`src/rtl/core/acps_pkg.sv`:
```
package acps_pkg;

   localparam int SAMPLE_BITS = 12;
   localparam int LEVEL_SCALE = 297;
   localparam int PROD_W      = SAMPLE_BITS + 9;
   localparam int LEVEL_W     = PROD_W - SAMPLE_BITS - 1;
   localparam int ADDR_W      = 5;
   localparam int DATA_W      = 32;
   localparam int TIME_W      = 32;
   localparam int DUTY_W      = 10;
   localparam int TMO_W       = 16;

   localparam logic [2:0] REG_LIMIT    = 3'd0;
   localparam logic [2:0] REG_TIMEOUT  = 3'd1;
   localparam logic [2:0] REG_OFF_THR  = 3'd2;
   localparam logic [2:0] REG_ON_THR   = 3'd3;
   localparam logic [2:0] REG_LOW_THR  = 3'd4;

   localparam logic [1:0]        RST_LIMIT   = 2'd3;
   localparam logic [TMO_W-1:0]  RST_TIMEOUT = 16'd5000;
   localparam logic [7:0]        RST_OFF_THR = 8'd110;
   localparam logic [7:0]        RST_ON_THR  = 8'd80;
   localparam logic [7:0]        RST_LOW_THR = 8'd20;

   localparam logic [DUTY_W-1:0] DUTY_16A    = 10'd266;
   localparam logic [DUTY_W-1:0] DUTY_32A    = 10'd533;
   localparam logic [DUTY_W-1:0] DUTY_63A    = 10'd892;
   localparam logic [DUTY_W-1:0] DUTY_STEADY = 10'd1000;

   localparam logic [1:0] LIMIT_16A = 2'd0;
   localparam logic [1:0] LIMIT_32A = 2'd1;
   localparam logic [1:0] LIMIT_63A = 2'd2;

   localparam int FLT_UNPLUGGED  = 0;
   localparam int FLT_READY_TO   = 1;
   localparam int FLT_RELEASE_TO = 2;

   localparam logic [2:0] CODE_IDLE     = 3'd0;
   localparam logic [2:0] CODE_START    = 3'd1;
   localparam logic [2:0] CODE_STARTING = 3'd2;
   localparam logic [2:0] CODE_CHARGING = 3'd3;
   localparam logic [2:0] CODE_STOPPING = 3'd4;
   localparam logic [2:0] CODE_STOP     = 3'd5;

   typedef enum logic [1:0] {
      ACT_TICK  = 2'd0,
      ACT_START = 2'd1,
      ACT_STOP  = 2'd2
   } act_type;

   typedef enum logic [5:0] {
      MODE_IDLE     = 6'b000001,
      MODE_START    = 6'b000010,
      MODE_STARTING = 6'b000100,
      MODE_CHARGING = 6'b001000,
      MODE_STOPPING = 6'b010000,
      MODE_STOP     = 6'b100000
   } mode_type;

   typedef enum logic [2:0] {
      PH_ARM  = 3'b001,
      PH_WAIT = 3'b010,
      PH_DONE = 3'b100
   } phase_type;

   typedef struct packed {
      logic [1:0]       current_limit_mode;
      logic [TMO_W-1:0] ready_timeout_ms;
      logic [7:0]       connect_off_threshold;
      logic [7:0]       connect_on_threshold;
      logic [7:0]       ready_low_threshold;
   } cfg_type;

   typedef struct packed {
      act_type                action;
      logic [SAMPLE_BITS-1:0] pilot_sample;
      logic [TIME_W-1:0]      time_now;
   } item_type;

   typedef struct packed {
      logic conn;
      logic rdy;
   } pilot_type;

   typedef struct packed {
      logic [2:0]        channel_mode;
      logic [DUTY_W-1:0] pwm_compare;
      logic              relay_closed;
      logic              plug_connected;
      logic              vehicle_ready;
      logic              connect_changed;
      logic              fault_unplugged_at_start;
      logic              fault_ready_timeout;
      logic              fault_release_timeout;
      logic              command_accepted;
   } rsp_type;

   function automatic logic [DUTY_W-1:0] duty_for(input logic [1:0] limit);
      logic [DUTY_W-1:0] duty;
      case (limit)
         LIMIT_16A: duty = DUTY_16A;
         LIMIT_32A: duty = DUTY_32A;
         LIMIT_63A: duty = DUTY_63A;
         default:   duty = DUTY_STEADY;
      endcase
      return duty;
   endfunction

endpackage

```
`src/rtl/core/acps_csr.sv`:
```
module acps_csr (
   input  logic                        clock,
   input  logic                        reset,
   input  logic                        psel,
   input  logic                        penable,
   input  logic                        pwrite,
   input  logic [acps_pkg::ADDR_W-1:0] paddr,
   input  logic [acps_pkg::DATA_W-1:0] pwdata,
   output logic [acps_pkg::DATA_W-1:0] prdata,
   output logic                        pready,
   output acps_pkg::cfg_type           cfg
);
   import acps_pkg::*;

   cfg_type    cfg_ff;
   cfg_type    cfg_in;
   logic       wr_en;
   logic [2:0] index;

   assign pready = 1'b1;
   assign wr_en  = psel && penable && pwrite;
   assign index  = paddr[ADDR_W-1:2];
   assign cfg    = cfg_ff;

   always_comb begin
      cfg_in = cfg_ff;
      if (wr_en) begin
         unique case (index)
            REG_LIMIT:   cfg_in.current_limit_mode    = pwdata[1:0];
            REG_TIMEOUT: cfg_in.ready_timeout_ms      = pwdata[TMO_W-1:0];
            REG_OFF_THR: cfg_in.connect_off_threshold = pwdata[7:0];
            REG_ON_THR:  cfg_in.connect_on_threshold  = pwdata[7:0];
            REG_LOW_THR: cfg_in.ready_low_threshold   = pwdata[7:0];
            default: ;
         endcase
      end
   end

   always_comb begin
      unique case (index)
         REG_LIMIT:   prdata = DATA_W'(cfg_ff.current_limit_mode);
         REG_TIMEOUT: prdata = DATA_W'(cfg_ff.ready_timeout_ms);
         REG_OFF_THR: prdata = DATA_W'(cfg_ff.connect_off_threshold);
         REG_ON_THR:  prdata = DATA_W'(cfg_ff.connect_on_threshold);
         REG_LOW_THR: prdata = DATA_W'(cfg_ff.ready_low_threshold);
         default:     prdata = '0;
      endcase
   end

   always_ff @(posedge clock) begin
      if (reset) begin
         cfg_ff.current_limit_mode    <= RST_LIMIT;
         cfg_ff.ready_timeout_ms      <= RST_TIMEOUT;
         cfg_ff.connect_off_threshold <= RST_OFF_THR;
         cfg_ff.connect_on_threshold  <= RST_ON_THR;
         cfg_ff.ready_low_threshold   <= RST_LOW_THR;
      end else begin
         cfg_ff <= cfg_in;
      end
   end

endmodule

```
`src/rtl/core/acps_classify.sv`:
```
module acps_classify (
   input  logic [acps_pkg::SAMPLE_BITS-1:0] sample,
   input  acps_pkg::cfg_type                cfg,
   output acps_pkg::pilot_type              pilot
);
   import acps_pkg::*;

   logic [PROD_W-1:0]  product;
   logic [LEVEL_W-1:0] level;

   // level = (s * 297) >> (SAMPLE_BITS + 1)
   assign product = PROD_W'(sample) * PROD_W'(LEVEL_SCALE);
   assign level   = product[PROD_W-1:SAMPLE_BITS+1];

   always_comb begin
      if (level >= cfg.connect_off_threshold) begin
         pilot = '{conn: 1'b0, rdy: 1'b0};
      end else if (level >= cfg.connect_on_threshold) begin
         pilot = '{conn: 1'b1, rdy: 1'b0};
      end else if (level >= cfg.ready_low_threshold) begin
         pilot = '{conn: 1'b1, rdy: 1'b1};
      end else begin
         pilot = '{conn: 1'b0, rdy: 1'b0};
      end
   end

endmodule

```
`src/rtl/core/acps_seq.sv`:
```
module acps_seq (
   input  logic               clock,
   input  logic               reset,
   input  logic               step,
   input  acps_pkg::item_type item,
   input  acps_pkg::cfg_type  cfg,
   output acps_pkg::rsp_type  rsp
);
   import acps_pkg::*;

   mode_type          mode_ff, mode_in, req;
   phase_type         phase_ff, phase_in;
   logic [TIME_W-1:0] stamp_ff, stamp_in;
   logic [DUTY_W-1:0] duty_ff, duty_in;
   logic              relay_ff, relay_in;
   logic              conn_ff, conn_in;
   logic              rdy_ff, rdy_in;
   logic [2:0]        fault_ff, fault_in;
   logic              changed_ff, changed_in;
   logic              accepted_ff, accepted_in;
   logic [TIME_W-1:0] elapsed;
   logic              timed_out;
   pilot_type         pilot;
   logic [2:0]        mode_code;

   acps_classify u_classify (
      .sample (item.pilot_sample),
      .cfg    (cfg),
      .pilot  (pilot)
   );

   assign elapsed   = item.time_now - stamp_ff;
   assign timed_out = elapsed >= TIME_W'(cfg.ready_timeout_ms);

   always_comb begin
      req         = mode_ff;
      phase_in    = phase_ff;
      stamp_in    = stamp_ff;
      duty_in     = duty_ff;
      relay_in    = relay_ff;
      conn_in     = conn_ff;
      rdy_in      = rdy_ff;
      fault_in    = fault_ff;
      changed_in  = 1'b0;
      accepted_in = 1'b0;
      unique case (item.action)
         ACT_TICK: begin
            conn_in    = pilot.conn;
            rdy_in     = pilot.rdy;
            changed_in = pilot.conn != conn_ff;
            unique case (mode_ff)
               MODE_START: begin
                  if (pilot.conn) begin
                     req = MODE_STARTING;
                  end else begin
                     fault_in[FLT_UNPLUGGED] = 1'b1;
                     req = MODE_STOPPING;
                  end
               end
               MODE_STARTING: begin
                  unique case (phase_ff)
                     PH_ARM: begin
                        duty_in  = duty_for(cfg.current_limit_mode);
                        phase_in = PH_WAIT;
                        stamp_in = item.time_now;
                     end
                     PH_WAIT: begin
                        if (timed_out) begin
                           fault_in[FLT_READY_TO] = 1'b1;
                           req = MODE_STOPPING;
                        end else if (pilot.rdy) begin
                           relay_in = 1'b1;
                           req = MODE_CHARGING;
                        end
                     end
                     default: ;
                  endcase
               end
               MODE_STOPPING: begin
                  unique case (phase_ff)
                     PH_ARM: begin
                        phase_in = PH_WAIT;
                        stamp_in = item.time_now;
                     end
                     PH_WAIT: begin
                        if (timed_out) begin
                           fault_in[FLT_RELEASE_TO] = 1'b1;
                           relay_in = 1'b0;
                           phase_in = PH_DONE;
                        end else if (!pilot.rdy) begin
                           relay_in = 1'b0;
                           phase_in = PH_DONE;
                        end
                     end
                     PH_DONE: begin
                        duty_in = DUTY_STEADY;
                        req = MODE_STOP;
                     end
                     default: ;
                  endcase
               end
               MODE_STOP: req = MODE_IDLE;
               default: ;
            endcase
         end
         ACT_START: begin
            if (mode_ff == MODE_IDLE) begin
               req = MODE_START;
               accepted_in = 1'b1;
            end
         end
         ACT_STOP: begin
            if (mode_ff == MODE_START || mode_ff == MODE_STARTING ||
                mode_ff == MODE_CHARGING) begin
               req = MODE_STOPPING;
               accepted_in = 1'b1;
            end
         end
         default: ;
      endcase
      mode_in = req;
      if (req != mode_ff) begin
         phase_in = PH_ARM;
      end
   end

   always_ff @(posedge clock) begin
      if (reset) begin
         mode_ff  <= MODE_IDLE;
         phase_ff <= PH_ARM;
         stamp_ff <= '0;
         duty_ff  <= DUTY_STEADY;
         relay_ff <= 1'b0;
         conn_ff  <= 1'b0;
         rdy_ff   <= 1'b0;
         fault_ff <= '0;
      end else if (step) begin
         mode_ff  <= mode_in;
         phase_ff <= phase_in;
         stamp_ff <= stamp_in;
         duty_ff  <= duty_in;
         relay_ff <= relay_in;
         conn_ff  <= conn_in;
         rdy_ff   <= rdy_in;
         fault_ff <= fault_in;
      end
   end

   always_ff @(posedge clock) begin
      if (step) begin
         changed_ff  <= changed_in;
         accepted_ff <= accepted_in;
      end
   end

   always_comb begin
      unique case (mode_ff)
         MODE_IDLE:     mode_code = CODE_IDLE;
         MODE_START:    mode_code = CODE_START;
         MODE_STARTING: mode_code = CODE_STARTING;
         MODE_CHARGING: mode_code = CODE_CHARGING;
         MODE_STOPPING: mode_code = CODE_STOPPING;
         MODE_STOP:     mode_code = CODE_STOP;
         default:       mode_code = CODE_IDLE;
      endcase
   end

   assign rsp.channel_mode             = mode_code;
   assign rsp.pwm_compare              = duty_ff;
   assign rsp.relay_closed             = relay_ff;
   assign rsp.plug_connected           = conn_ff;
   assign rsp.vehicle_ready            = rdy_ff;
   assign rsp.connect_changed          = changed_ff;
   assign rsp.fault_unplugged_at_start = fault_ff[FLT_UNPLUGGED];
   assign rsp.fault_ready_timeout      = fault_ff[FLT_READY_TO];
   assign rsp.fault_release_timeout    = fault_ff[FLT_RELEASE_TO];
   assign rsp.command_accepted         = accepted_ff;

`ifndef SYNTHESIS
   a_relay_mode: assert property (@(posedge clock) disable iff (reset)
      relay_ff |-> (mode_ff == MODE_CHARGING || mode_ff == MODE_STOPPING))
      else $error("relay closed outside charging or stopping");

   a_fault_sticky: assert property (@(posedge clock) disable iff (reset)
      !$past(reset) |-> (($past(fault_ff) & ~fault_ff) == 3'b000))
      else $error("fault bit cleared without reset");

   a_hold_idle: assert property (@(posedge clock) disable iff (reset)
      !step |=> ($stable(mode_ff) && $stable(phase_ff) && $stable(duty_ff)))
      else $error("state moved without a beat");

   a_done_phase: assert property (@(posedge clock) disable iff (reset)
      (phase_ff == PH_DONE) |-> (mode_ff == MODE_STOPPING))
      else $error("release phase outside stopping");
`endif

endmodule

```
`src/rtl/core/ac_charger_pilot_sequencer_core.sv`:
```
// AC charging pilot sequencer.
// Request channel (req_valid/req_ready): one beat per action: periodic tick
// carrying a pilot ADC sample and millisecond time, or a start / stop command.
// Response channel (rsp_valid/rsp_ready): exactly one beat per request beat,
// in order, with channel mode, PWM compare, relay drive, pilot class,
// connect-change flag, sticky faults and command-accepted flag.
// Config: APB-style port, registers at byte address 4*i (limit mode, ready
// timeout, off / on / low pilot thresholds); pready is tied high. Write only
// while the block is idle.
// A request is accepted into the input register; the state update is a
// step from the input register into the state/result registers. Throughput:
// one beat per cycle while the output is free (empty or rsp_ready high).
// Stalls: while rsp_ready is low the response holds, one more beat is held in
// the input register, then req_ready drops.
// Reset (synchronous): mode idle, duty 1000, relay open, faults clear,
// registers to defaults, both channels empty.
module ac_charger_pilot_sequencer_core (
   input  logic                             clock,
   input  logic                             reset,
   input  logic                             req_valid,
   output logic                             req_ready,
   input  logic [1:0]                       req_action,
   input  logic [acps_pkg::SAMPLE_BITS-1:0] req_pilot_sample,
   input  logic [acps_pkg::TIME_W-1:0]      req_time_now,
   output logic                             rsp_valid,
   input  logic                             rsp_ready,
   output logic [2:0]                       rsp_channel_mode,
   output logic [acps_pkg::DUTY_W-1:0]      rsp_pwm_compare,
   output logic                             rsp_relay_closed,
   output logic                             rsp_plug_connected,
   output logic                             rsp_vehicle_ready,
   output logic                             rsp_connect_changed,
   output logic                             rsp_fault_unplugged_at_start,
   output logic                             rsp_fault_ready_timeout,
   output logic                             rsp_fault_release_timeout,
   output logic                             rsp_command_accepted,
   input  logic                             psel,
   input  logic                             penable,
   input  logic                             pwrite,
   input  logic [acps_pkg::ADDR_W-1:0]      paddr,
   input  logic [acps_pkg::DATA_W-1:0]      pwdata,
   output logic [acps_pkg::DATA_W-1:0]      prdata,
   output logic                             pready
);
   import acps_pkg::*;

   logic     in_valid_ff, in_valid_in;
   item_type in_item_ff;
   logic     out_valid_ff, out_valid_in;
   logic     step;
   logic     take;
   cfg_type  cfg;
   rsp_type  rsp;

   acps_csr u_csr (
      .clock   (clock),
      .reset   (reset),
      .psel    (psel),
      .penable (penable),
      .pwrite  (pwrite),
      .paddr   (paddr),
      .pwdata  (pwdata),
      .prdata  (prdata),
      .pready  (pready),
      .cfg     (cfg)
   );

   assign step      = in_valid_ff && (!out_valid_ff || rsp_ready);
   assign req_ready = !in_valid_ff || !out_valid_ff || rsp_ready;
   assign take      = req_valid && req_ready;

   always_comb begin
      in_valid_in = in_valid_ff;
      if (take) begin
         in_valid_in = 1'b1;
      end else if (step) begin
         in_valid_in = 1'b0;
      end
      out_valid_in = out_valid_ff;
      if (step) begin
         out_valid_in = 1'b1;
      end else if (rsp_ready) begin
         out_valid_in = 1'b0;
      end
   end

   always_ff @(posedge clock) begin
      if (reset) begin
         in_valid_ff  <= 1'b0;
         out_valid_ff <= 1'b0;
      end else begin
         in_valid_ff  <= in_valid_in;
         out_valid_ff <= out_valid_in;
      end
   end

   always_ff @(posedge clock) begin
      if (take) begin
         in_item_ff.action       <= act_type'(req_action);
         in_item_ff.pilot_sample <= req_pilot_sample;
         in_item_ff.time_now     <= req_time_now;
      end
   end

   acps_seq u_seq (
      .clock (clock),
      .reset (reset),
      .step  (step),
      .item  (in_item_ff),
      .cfg   (cfg),
      .rsp   (rsp)
   );

   assign rsp_valid                    = out_valid_ff;
   assign rsp_channel_mode             = rsp.channel_mode;
   assign rsp_pwm_compare              = rsp.pwm_compare;
   assign rsp_relay_closed             = rsp.relay_closed;
   assign rsp_plug_connected           = rsp.plug_connected;
   assign rsp_vehicle_ready            = rsp.vehicle_ready;
   assign rsp_connect_changed          = rsp.connect_changed;
   assign rsp_fault_unplugged_at_start = rsp.fault_unplugged_at_start;
   assign rsp_fault_ready_timeout      = rsp.fault_ready_timeout;
   assign rsp_fault_release_timeout    = rsp.fault_release_timeout;
   assign rsp_command_accepted         = rsp.command_accepted;

endmodule
```
`config.mk`:
```
export PLATFORM = sky130hd
export DESIGN_NAME = ac_charger_pilot_sequencer_core
export DESIGN_NICKNAME = d
export VERILOG_FILES = /design/src/rtl/core/acps_pkg.sv /design/src/rtl/core/acps_csr.sv /design/src/rtl/core/acps_classify.sv /design/src/rtl/core/acps_seq.sv /design/src/rtl/core/ac_charger_pilot_sequencer_core.sv
export SDC_FILE = /design/constraint.sdc
export NUM_CORES = 1
export LEC_CHECK = 0
export BUFFER_PORTS_ARGS = -buffer_cell sky130_fd_sc_hd__buf_2
export CAP_MARGIN = 10
export CORE_MARGIN = 5
export CORE_UTILIZATION = 40
export DETAILED_ROUTE_END_ITERATION = 10
export SLEW_MARGIN = 5
export SYNTH_ARGS = -nofsm -noshare
export SYNTH_HDL_FRONTEND = slang
export SYNTH_SLANG_ARGS = --single-unit
```
`constraint.sdc`:
```
create_clock -name clock -period 6.3 [get_ports clock]
set_clock_uncertainty 0.05 [all_clocks]
set_input_delay 1.26 -clock clock [delete_from_list [all_inputs] [get_ports clock]]
set_output_delay 1.26 -clock clock [all_outputs]
set_load 0.05 [all_outputs]
```
==> summary.txt <==
Place
  – I/O Buffers: 110
  – HPWL after DPL: 20.6 mm
  – GP Congestion: 0.895

Die
  – Initial Util: 40.9%
  – Boundary Pins: 146
  – CORE AREA: 26200 µm²
  – Die width: 174 µm
  – DIE AREA: 30100 µm²
  – Row count: 59
  – Die Y: 174 µm

Layout
  – Most common cell after layout, fill and taps aside: nand2_1
  – Ant. Diodes: 0
  – Final net count: 1602
  – Commonest cells after routing, fill and taps aside: nand2_1 (142), ha_1 (127), inv_1 (121)
  – Area Growth Syn to Fin: 15.6%
  – Share of layout cells above drive strength 1: 16.4%

Logic synthesis
  – Synth Area in Compound Gates: 19.4%
  – FFs w/ async S/R, synth: 0%
  – Multiplexer share of the synthesized area: 2.16%
  – Syn avg cell area: 8.54 µm²
  – Syn Inst Count: 1254
  – Main flop type after synthesis: dfxtp_1
  – Post-synth EDFFs: 48
  – Yosys top cell by area: dfxtp_1
  – Main combinational cell family by area after synthesis: compound AO/OA/AOI/OAI gates
  – Simple-gate share of the synthesized area: 17.5%
  – Yosys top cell area share: 18.3%
  – Yosys cell types: 82
  – Synthesis warning total: 0
  – Synth Area in Adders: 18.4%
  – Synthesized area: 10700 µm²
  – Post-synthesis sequential area ratio: 31.8%
  – Count of state elements after synthesis: 146
  – Post-synthesis xor/xnor area fraction: 2.45%
  – Top post-synthesis cells by area: dfxtp_1 (18%), ha_1 (16%), edfxtp_1 (13%)

Global routing
  – Pin count of the biggest net entering global routing: 73
  – Remaining global-route overflow: 0
  – GRT Overall Usage: 18.1%
  – Vias in the first global route: 9014
  – First-pass GRT wire length: 45.1 mm
  – Initial antenna violation count: 1

Clocking
  – CTS tree: yes
  – Clk_lat worst skew: 430 ps
  – Clock H-tree levels: 4
  – Max Root-Sink Buffers: 2
  – CTS Root Cell: clkbuf_16
  – CTS Sinks: 146
  – Worst-path clk slew: 60 ps
  – Num CTS Buffers: 17

Flow run
  – Max cap viols: 0

Setup path
  – Slowest stage delay, CP: 540 ps
  – CP delay by family, top: compound AO/OA/AOI/OAI gates
  – Data required, critical path: 6570 ps
  – R2R depth: 26
  – Critical path launch point type: register
  – Crit path capture type: register
  – Critical path depth: 26
  – CP max FO: 5
  – Setup CP Type: register to register
  – CP bufs+invs: 4
  – Slowest stage cell, crit path: fa_1
  – Critical path arrival: 6280 ps

Route
  – DRC: 0
  – Post-route ant nets: 0
  – Top sig layer: met5
  – DRT iter0 DRCs: 499
  – M1 WL: 12.5 mm
  – Routed len/inst: 16.1 µm
  – Vias post-DR: 9158
  – WL met2: 13.2 mm
  – First drt pass iteration count: 5
  – Metal3 WL: 1.16 mm
  – Vias per cell: 5.35
  – Post-Route WL: 27.6 mm

Power and ir drop
  – Power Density: 243 nW/µm²
  – Clock power share: 34.9%
  – Switch Pwr: 0.961 mW
  – Int Pwr: 2.05 mW
  – Max rail drop VDD: 0.169 mV
  – Comb pwr share: 31.2%
  – P_leak: 5.12 nW
  – Sequential power share: 33.9%
  – Total power: 3.01 mW
  – Switching part of the total power: 31.9%

STA
  – Final setup viols: 0
  – Slew @ Worst Pin: 912 ps
  – Final setup TNS: 0 ps
  – Part of the cycle the worst path needs: 95.4%
  – Fin. Hold Viols: 0
  – Max-slew headroom: 39.0%
  – Minimum clock period: 6010 ps
  – Max Clk Rate: 0.166 GHz
  – Slew Limit Fails: 0

Outcome
  – Status: finished, final reports clean

Worst hold path
  – Hold Path Class: register to register
  – WHS Path Cells: 2
[power by group through the flow]
| stage | clock, mW | sequential, mW | combinational, mW |
|---|---|---|---|
| detailed placement | 0 | 1.04 | 0.830 |
| global placement | 0 | 1.04 | 0.814 |
| CTS | 1.08 | 1.02 | 0.842 |
| global route | 1.12 | 1.02 | 1.06 |
| finish | 1.05 | 1.02 | 0.940 |
| floorplan | 0 | 1.04 | 0.611 |
[worst min-delay path, delay by kind of cell, from the launching register on]
kind | cells | cell delay (ps)
DFF | 1 | 310
buffers and inverters | 1 | 50
AOI/OAI and AO/OA | 1 | 50
[worst paths after layout]
kind                                                      from                              to  slack [ps]
worst max-delay path                  in_item_ff[39]$_DFFE_PP_  u_seq.phase_ff[2]$_SDFFE_PP0P_         290
worst min-delay path            u_seq.fault_ff[1]$_SDFFE_PP0P_  u_seq.fault_ff[1]$_SDFFE_PP0P_         400
worst max register to register        in_item_ff[39]$_DFFE_PP_  u_seq.phase_ff[2]$_SDFFE_PP0P_         290
worst min register to register  u_seq.fault_ff[1]$_SDFFE_PP0P_  u_seq.fault_ff[1]$_SDFFE_PP0P_         400
[synth_stat cells (19+ instances only)]
cell and n:
ha_1 135, xnor2_1 20, buf_4 21, a21o_1 23, clkbuf_1 36, nand3_1 27
a21oi_1 96, mux2i_1 22, nor2_1 110, dfxtp_1 98, o21ai_0 51, edfxtp_1 48
a211o_1 19, inv_1 123, nand2_1 142
[cells by family (layout without fill, tap and decap cells)]
family,count (synthesis),after routing
other cells,2,17
fa+ha+maj,149,149
xor+xnor,30,30
simple gates,400,400
flops,146,146
compound gates,311,311
mux,23,23
buf+inv,193,300
[sequential cells by signal, indices dropped and copies added, names as in the netlist, 3 cells and up]
| signal | cells |
|---|---|
| u_seq.duty_ff | 7 |
| u_csr.cfg | 42 |
| u_seq.stamp_ff | 32 |
| in_item_ff | 46 |
| u_seq.fault_ff | 3 |
| u_seq.phase_ff | 3 |
| u_seq.mode_ff | 6 |
[area by class of cell]
| class | instances | area (µm²) |
|---|---|---|
| Clock buffer | 24 | 504 |
| Clock inverter | 8 | 100 |
| Fill cell | 2535 | 13800 |
| Inverter | 124 | 465 |
| Multi-Input combinational cell | 930 | 6670 |
| Sequential cell | 146 | 3400 |
| Tap cell | 335 | 419 |
| Timing Repair Buffer | 144 | 817 |
[per-layer routing]
metal	up-vias	track usage (%)
li1	4628	-
met1	4254	23.2
met2	232	30.9
met3	42	2.97
met4	2	6.37
met5	-	0
[per-stage QoR]
| stage | worst slack, ps | cells | util, % | instance area, µm² | hold slack (ps) |
|---|---|---|---|---|---|
| 2_1_floorplan | 560 | 1269 | - | 10800 | 384 |
| 3_3_place_gp | 18.1 | 1663 | 43.8 | 11500 | 385 |
| 3_5_place_dp | -8.04 | 1663 | 43.8 | 11500 | 394 |
| 4_1_cts | 21.7 | 1697 | 46.2 | 12100 | 402 |
| 5_1_grt | -75.1 | 1711 | 47.2 | 12400 | 417 |
| 6_report | 288 | 1711 | 47.2 | 12400 | 396 |
[repair_timing]
item                                    in CTS  in global routing
hold buffers                                 0                  0
gates resized for setup                      1                 33
buffers inserted                             2                 14
pin swaps                                    2                 21
endpoints found under the setup margin       3                  4
Power figures use the tool's default switching activity.
